## config.mk

```make
export PLATFORM = sky130hd
export DESIGN_NAME = lsbr_shift
export DESIGN_NICKNAME = d
export VERILOG_FILES = /design/src/sv/lsbr_pkg.sv /design/src/sv/lsbr_shift.sv
export SDC_FILE = /design/constraint.sdc
export NUM_CORES = 1
export LEC_CHECK = 0
export BUFFER_PORTS_ARGS = -buffer_cell sky130_fd_sc_hd__buf_2
export CAP_MARGIN = 20
export CORE_ASPECT_RATIO = 2
export CORE_MARGIN = 2
export CORE_UTILIZATION = 30
export CTS_CLUSTER_DIAMETER = 120
export DETAILED_ROUTE_END_ITERATION = 8
export HOLD_SLACK_MARGIN = 0.02
export MAX_ROUTING_LAYER = met4
export SYNTH_ARGS = -nofsm -noshare
export SYNTH_HDL_FRONTEND = slang
export SYNTH_SLANG_ARGS = --single-unit
```

## constraint.sdc

```tcl
create_clock -name clk -period 4.3 [get_ports clk]
set_clock_uncertainty 0.2 [all_clocks]
set_input_delay 0.43 -clock clk [delete_from_list [all_inputs] [get_ports clk]]
set_output_delay 0.43 -clock clk [all_outputs]
set_load 0.01 [all_outputs]
```

## src/sv/lsbr_pkg.sv

```systemverilog
// Shared types and constants for the LSB-first bit reader.
package lsbr_pkg;

	localparam int STORE_BYTES_DEF = 4096;

	localparam int VALUE_W = 64;
	localparam int COUNT_W = 7;
	localparam int SPAN_BYTES = 9;
	localparam int SR_W = 8 * SPAN_BYTES;
	localparam int SPAN_W = 4;

	localparam logic [COUNT_W-1:0] MAX_BITS = 7'd64;
	localparam logic [SPAN_W-1:0] FETCH_LAST = 4'(SPAN_BYTES);

	localparam logic REQ_LOAD = 1'b0;
	localparam logic REQ_READ = 1'b1;

	typedef enum logic [1:0] {
		ST_IDLE,
		ST_CHECK,
		ST_FETCH,
		ST_FINISH
	} state_t;

	// control from the sequencer to the shift register
	typedef struct packed {
		logic shift;
		logic take;
	} shift_ctl_t;

endpackage

```

## src/sv/lsbr_shift.sv

```systemverilog
// Nine-byte shift register with offset alignment and bit-count mask.
module lsbr_shift (
	input  logic                              clk,
	input  lsbr_pkg::shift_ctl_t              ctl,
	input  logic [7:0]                        in_byte,
	input  logic [2:0]                        off,
	input  logic [lsbr_pkg::COUNT_W-1:0]      n,
	output logic [lsbr_pkg::VALUE_W-1:0]      value
);

	logic [lsbr_pkg::SR_W-1:0]    sr_q;
	logic [lsbr_pkg::SR_W-1:0]    aligned;
	logic [lsbr_pkg::VALUE_W-1:0] mask;

	// bytes enter at the top; after a full pass the first byte sits in bits 7:0
	always_ff @(posedge clk) begin
		if (ctl.shift) begin
			sr_q <= {(ctl.take ? in_byte : 8'h00), sr_q[lsbr_pkg::SR_W-1:8]};
		end
	end

	always_comb begin
		aligned = sr_q >> off;
		if (n[lsbr_pkg::COUNT_W-1]) begin
			mask = '1;
		end else begin
			mask = (lsbr_pkg::VALUE_W'(1) << n[lsbr_pkg::COUNT_W-2:0])
				- lsbr_pkg::VALUE_W'(1);
		end
		value = aligned[lsbr_pkg::VALUE_W-1:0] & mask;
	end

endmodule

```

==> results of run 1 <==
cells by family after synthesis:
logic type      share of synthesized area [%]
buf+inv                                 5.392
mux                                     19.30
compound gates                          20.21
flops                                   35.70
simple gates                            16.88
fa+ha+maj                              0.2066
xor+xnor                                2.314
critical path, delay by kind of cell:
kind,cells,cell delay (ns)
AO/OA/AOI/OAI,3,0.58
adder cells (fa/ha/maj),1,0.37
buffers and inverters,2,0.32
AND/OR/NAND/NOR,5,1.37
cells in the final DEF (no fill, tap or decap), drive strengths merged, types with 9 or more instances in the layout:
cell,count
o21ai,43
a211oi,15
clkbuf,9
mux2,32
inv,9
nor2,77
buf,107
mux2i,65
and2,15
a21oi,61
nor3,18
edfxtp,72
o211ai,11
nand3,9
xnor2,10
a221oi,18
nand2,74
stage by stage:
stage | hold slack [ns] | util, % | std cells
after floorplan | 0.2003 | - | 674
after global placement | 0.2048 | 33.74 | 982
after detailed placement | 0.2056 | 33.74 | 982
after CTS | 0.1595 | 35.39 | 998
after global routing | 0.1738 | 35.39 | 998
final | 0.1750 | 35.39 | 998
cell type report:
cell class                      instances  area, sq um
Fill cell                            2089        12810
Timing Repair Buffer                  107        595.6
Inverter                                9        33.78
Clock inverter                          7        102.6
Multi-Input combinational cell        532         3567
Sequential cell                        72         2162
Tap cell                              262        327.8
Clock buffer                            9        225.2
power groups by stage:
stage                     Combinational, mW  Sequential, mW  Clock, mW
after CTS                             0.597           0.862      0.820
after global placement                0.599           0.876          0
after global routing                  0.649           0.867      0.852
after detailed placement              0.594           0.877          0
after floorplan                       0.394           0.858          0
final                                 0.600           0.862      0.801
path summary, 6_finish.rpt:
check             cells after the start        from  slack [ns]        to
setup / recovery                     11        n[3]        0.60  value[4]
hold / removal                        2  in_byte[4]        0.18  sr_q[68]
setup reg to reg                      0    sr_q[36]        3.34  sr_q[28]
hold reg to reg                       0    sr_q[71]        0.22  sr_q[63]
routing by layer:
layer / routed length, microns / vias to the layer above
met5: 0 / -
met4: 1662 / 0
met3: 706 / 60
met2: 10980 / 175
met1: 7497 / 2627
li1: - / 2606
==> summary.txt, run 1 <==
Die
  • Die Y: 204.9 microns
  • Core footprint: 19820 sq um
  • Ports: 85
  • Rows: 73
  • Starting Density: 30.55%
  • Die area: 21410 sq um
  • Die width: 104.5 microns

Critical path
  • Slowest stage cell, crit path: nor2_1
  • Crit-path cells: buf_2 > or3_4 > nor3_4 > nand2_1 > ha_1 > nor2_1 > nand3_1 > o21ai_0 > a221oi_1 > a211oi_1 > buf_2
  • Crit-path max cell delay: 0.43 ns
  • Worst EP required: 3.67 ns
  • Max FO, Critical Path: 12
  • Crit Path Category: in2out
  • Startpoint Class: input pin
  • Worst setup EP type: output port
  • Most frequent CP cell: buf_2
  • CP arrival: 3.07 ns

GRT
  • Vias in the first global route: 5393
  • Tot GR Track Use: 19.72%
  • First-pass GRT wire length: 31470 microns
  • GRT overflow: 0
  • M2 GR Usage: 34.76%
  • Initial antenna violation count: 0
  • GRT met1 Usage: 19.45%
  • Routing usage on met3: 2.164%
  • Grt peak-use layer: met2
  • Largest net degree at the start of global routing: 86

Pwr
  • Peak supply drop: 0.1865 mV
  • Total power density per cell area: 322.6 nW/um^2
  • Sw Ratio: 30.54%
  • Total power: 2.263 mW
  • Leakage: 2.720 nW
  • Sequential fraction of design power: 38.1%
  • Pint: 1.572 mW
  • Clock Power Share: 35.4%
  • Sw Pwr: 691.1 uW
  • Logic pwr share: 26.5%

Clock network
  • Clk buf depth: 2
  • Clock root buffer: clkbuf_16
  • Clock sink count: 72
  • CTS clk-pin slew, worst paths: 0.06 ns
  • Post-CTS Setup Bufs: 0
  • Worst skew pair latency: 0.33 ns
  • Hold_buf cts: 0
  • Post-CTS resize count: 0
  • TritonCTS buffer count: 9
  • CTS tree: done
  • H-tree levels: 3

Routing
  • # DRC: 0
  • Pre-antenna DRT Iters: 5
  • Via count: 5468
  • Via density: 5.479
  • 1st-iter DRT viols: 291
  • Total wire length: 20850 microns
  • Routed WL per cell: 20.89 microns
  • Post-route ant nets: 0

Placed design
  • GP Congestion: 1.041
  • Post-DP Area: 6686 sq um
  • Pre-CTS WS: 0.6424 ns
  • Post-DP HPWL: 16510 microns
  • Port Buffers: 84

Synth
  • Synth top cells by count: 77 x nor2_1, 74 x nand2_1, 72 x edfxtp_1
  • Post-synth top area share: 35.70%
  • Top post-synthesis cells by area: edfxtp_1 36%, mux2i_1 11%, mux2_2 6.0%, a21oi_1 5.0%, nor2_1 4.8%
  • Leading area contributor after synthesis: edfxtp_1
  • Synth cell types: 56
  • Warnings, synthesis: 0
  • Syn avg cell area: 8.985 sq um
  • Syn Inst Count: 674
  • Syn_nets: 696
  • Most numerous cell in the Yosys netlist: nor2_1
  • Ys flop type: edfxtp_1
  • Asr flop ratio synth: 0%
  • FF+latch count, synth: 72
  • Cell area after synthesis: 6056 sq um
  • Post-synthesis sequential area ratio: 35.70%
  • Post-synth EDFFs: 72

Layout
  • ANT cells: 0
  • Top flop regs: sr_q: 72 flops
  • Syn-to-layout area delta: 15.83%
  • Number of flip-flops in the largest register: 72
  • Fin nets: 753
  • Cell area after layout: 7014 sq um
  • Most flops, register: sr_q
  • Ratio of cells with drive above 1 in the final layout: 24.86%

Timing
  • RSZ-0062 raised after global routing: false
  • Slew @ Worst Pin: 0.9213 ns
  • Fin. Hold Viols: 0
  • Max_slew headroom: 38.17%
  • # setup viols final: 0
  • Fmax: 270.5 MHz
  • Slack of the critical path: 0.6027 ns
  • Final period utilization: 85.98%
  • Final setup TNS: 0 ns
  • Fin crit period: 3.697 ns
  • Max-slew violations: 0

Job
  • Max-Cap Viols: 0

Run status
  • Status: completed

Min path
  • Hold crit path type: in2reg
No activity file was read; power rests on OpenSTA's default activity.
==> run 2, diff against run 1 <==
- BUFFER_PORTS_ARGS: -buffer_cell sky130_fd_sc_hd__buf_2 -> -buffer_cell sky130_fd_sc_hd__clkbuf_2
==> run 2 against run 1 <==
Cell count is 0.10% higher. Routed wire length is 2.2% lower. Highest routed layer unchanged. Count of clock-buffer cells in the layout stayed put. Largest power group unchanged. Global-route usage is 0.12 points lower. Core utilization is 0.12 points lower. Via count is 0.53% lower. Fmax is 2.1% lower. Flip-flop and latch count stayed put. Largest cell class unchanged. Die area stayed put. Hold slack worse by 0.0089 ns. First-iteration DRC count is 24% higher.
==> summary.txt, run 2 (same netlist as run 1, synthesis figures left out) <==
Die
  • Starting Density: 30.55% (unchanged)
  • Core footprint: 19820 sq um (unchanged)
  • Die area: 21410 sq um (unchanged)
  • Ports: 85 (unchanged)
  • Die width: 104.5 microns (unchanged)
  • Rows: 73 (unchanged)
  • Die Y: 204.9 microns (unchanged)

Critical path
  • Worst EP required: 3.67 ns (about the same)
  • Worst R2R Setup Slack: 3.34 ns (about the same)
  • Reg-to-reg startpoint: sr_q[49] (was sr_q[36])
  • Max FO, Critical Path: 13 (was 12)
  • Crit-path cells: clkbuf_2 > or3_4 > nor3_4 > nand2_1 > ha_1 > buf_4 > nor2_1 > nand3_1 > o21ai_0 > a221oi_1 > a211oi_1 > clkbuf_2 (was buf_2 > or3_4 > nor3_4 > nand2_1 > ha_1 > nor2_1 > nand3_1 > o21ai_0 > a221oi_1 > a211oi_1 > buf_2)
  • Startpoint Class: input pin (unchanged)
  • Worst setup EP type: output port (unchanged)
  • Crit-path max cell delay: 0.48 ns (was 0.43 ns)
  • Critical path's top delay family: simple AND/OR/NAND/NOR gates (unchanged)
  • CP arrival: 3.15 ns (was 3.07 ns)
  • Most frequent CP cell: clkbuf_2 (was buf_2)
  • Crit Path Category: in2out (unchanged)
  • R2r endpoint: sr_q[41] (was sr_q[28])
  • WP buf/inv: 3 (was 2)
  • Slowest stage cell, crit path: nor2_1 (unchanged)
  • FF-to-FF path depth: 0 (unchanged)

Timing
  • Slew @ Worst Pin: 0.8591 ns (was 0.9213 ns)
  • Max-slew violations: 0 (unchanged)
  • Max_slew headroom: 42.72% (was 38.17%)
  • Fin. Hold Viols: 0 (unchanged)
  • Final setup TNS: 0 ns (unchanged)
  • Final period utilization: 87.87% (was 85.98%)
  • Fmax: 264.7 MHz (was 270.5 MHz)
  • Fin crit period: 3.778 ns (was 3.697 ns)
  • # setup viols final: 0 (unchanged)
  • RSZ-0062 raised after global routing: false (unchanged)

Job
  • Max-Cap Viols: 0 (unchanged)

Placed design
  • Port Buffers: 84 (unchanged)
  • Post-DP Area: 6694 sq um (was 6686 sq um)
  • Post-DP HPWL: 16200 microns (was 16510 microns)
  • GP Congestion: 1.026 (was 1.041)

Routing
  • Pre-antenna DRT Iters: 5 (unchanged)
  • Via density: 5.444 (was 5.479)
  • Routed WL per cell: 20.41 microns (was 20.89 microns)
  • 1st-iter DRT viols: 362 (was 291)
  • Via count: 5439 (was 5468)
  • Total wire length: 20390 microns (was 20850 microns)
  • Post-route ant nets: 0 (unchanged)
  • # DRC: 0 (unchanged)

Clock network
  • Hold_buf cts: 0 (unchanged)
  • Clock root buffer: clkbuf_16 (unchanged)
  • CTS tree: done (unchanged)
  • Clk buf depth: 2 (unchanged)
  • H-tree levels: 3 (unchanged)
  • Post-CTS resize count: 0 (unchanged)
  • TritonCTS buffer count: 9 (unchanged)
  • Clock sink count: 72 (unchanged)
  • CTS clk-pin slew, worst paths: 0.06 ns (about the same)
  • Post-CTS Setup Bufs: 0 (unchanged)
  • Worst skew pair latency: 0.34 ns (was 0.33 ns)

Layout
  • Most frequent cells in the layout: 82 x clkbuf_2, 77 x nor2_1, 74 x nand2_1 (was 83 x buf_2, 77 x nor2_1, 74 x nand2_1)
  • ANT cells: 0 (unchanged)
  • Fin nets: 754 (was 753)
  • Most flops, register: sr_q (unchanged)
  • Syn-to-layout area delta: 15.43% (was 15.83%)
  • Number of flip-flops in the largest register: 72 (unchanged)
  • Ratio of cells with drive above 1 in the final layout: 24.83% (was 24.86%)
  • Top flop regs: sr_q: 72 flops (unchanged)
  • Cell area after layout: 6990 sq um (was 7014 sq um)
  • Most common cell after layout, fill and taps aside: clkbuf_2 (was buf_2)

Pwr
  • Peak supply drop: 0.2392 mV (was 0.1865 mV)
  • Total power density per cell area: 313.3 nW/um^2 (was 322.6 nW/um^2)
  • Leakage: 2.718 nW (was 2.720 nW)

Min path
  • Min-delay src: in_byte[6] (was in_byte[4])
  • Worst-case hold path end point: sr_q[70] (was sr_q[68])
  • Hold path cells: 2 (unchanged)
  • Hold crit path type: in2reg (unchanged)

GRT
  • GRT overflow: 0 (unchanged)
  • Largest net degree at the start of global routing: 86 (unchanged)
  • Vias in the first global route: 5414 (was 5393)
  • Initial antenna violation count: 0 (unchanged)
  • First-pass GRT wire length: 31030 microns (was 31470 microns)
  • Tot GR Track Use: 19.60% (was 19.72%)

Run status
  • Status: completed (unchanged)
run 2: changes by cell type in the layout (fill, tap and decap cells not counted), sizes merged:
| cell | before | now |
|---|---|---|
| buf | 107 | 26 |
| bufinv | 2 | 1 |
| clkbuf | 9 | 91 |
| clkinv | 2 | 5 |
| clkinvlp | 3 | 2 |
| inv | 9 | 8 |
run 2: report_power, final:
group / internal, mW / switching [mW] / total [mW]
clock network: 0.448 / 0.280 / 0.728
registers: 0.825 / 0.0363 / 0.861
logic: 0.234 / 0.367 / 0.601
run 2: through the flow:
| step | util (%) | power, mW | hold WS (ns) | worst slack (ns) | cells |
|---|---|---|---|---|---|
| after detailed placement | 33.77 | 1.471 | 0.2357 | 0.5494 | 983 |
| after global placement | 33.77 | 1.474 | 0.2024 | 0.5147 | 983 |
| final | 35.27 | 2.190 | 0.1662 | 0.5216 | 999 |
| after CTS | 35.27 | 2.210 | 0.1549 | 0.5359 | 999 |
| after floorplan | - | 1.252 | 0.2003 | 1.142 | 674 |
| after global routing | 35.27 | 2.295 | 0.1665 | 0.3685 | 999 |
run 2: worst max-delay path by stage:
stage | from | to | slack, ns | depth (start not counted)
5_1_grt | n[3] | value[14] | 0.37 | 12
3_3_place_gp | n[3] | value[4] | 0.51 | 12
2_1_floorplan | n[2] | value[14] | 1.14 | 11
4_1_cts | n[3] | value[4] | 0.54 | 12
6_report | n[3] | value[4] | 0.52 | 12
3_5_place_dp | n[3] | value[4] | 0.55 | 12
run 2: layer usage:
| layer | global-route usage (%) | vias up | wire (microns) |
|---|---|---|---|
| li1 | - | 2616 | - |
| met1 | 19.16 | 2558 | 7205 |
| met2 | 33.52 | 181 | 10450 |
| met3 | 2.545 | 84 | 767 |
| met4 | 17.76 | 0 | 1961 |
| met5 | - | - | 0 |
run 2: final cells by class:
| class | count | area (sq um) |
|---|---|---|
| clock buffers | 9 | 225.2 |
| clock inverters | 7 | 71.32 |
| fillers | 2084 | 12830 |
| inverters | 9 | 33.78 |
| multi-input cells | 532 | 3567 |
| flip-flops and latches | 72 | 2162 |
| well taps | 262 | 327.8 |
| repair buffers | 108 | 603.1 |
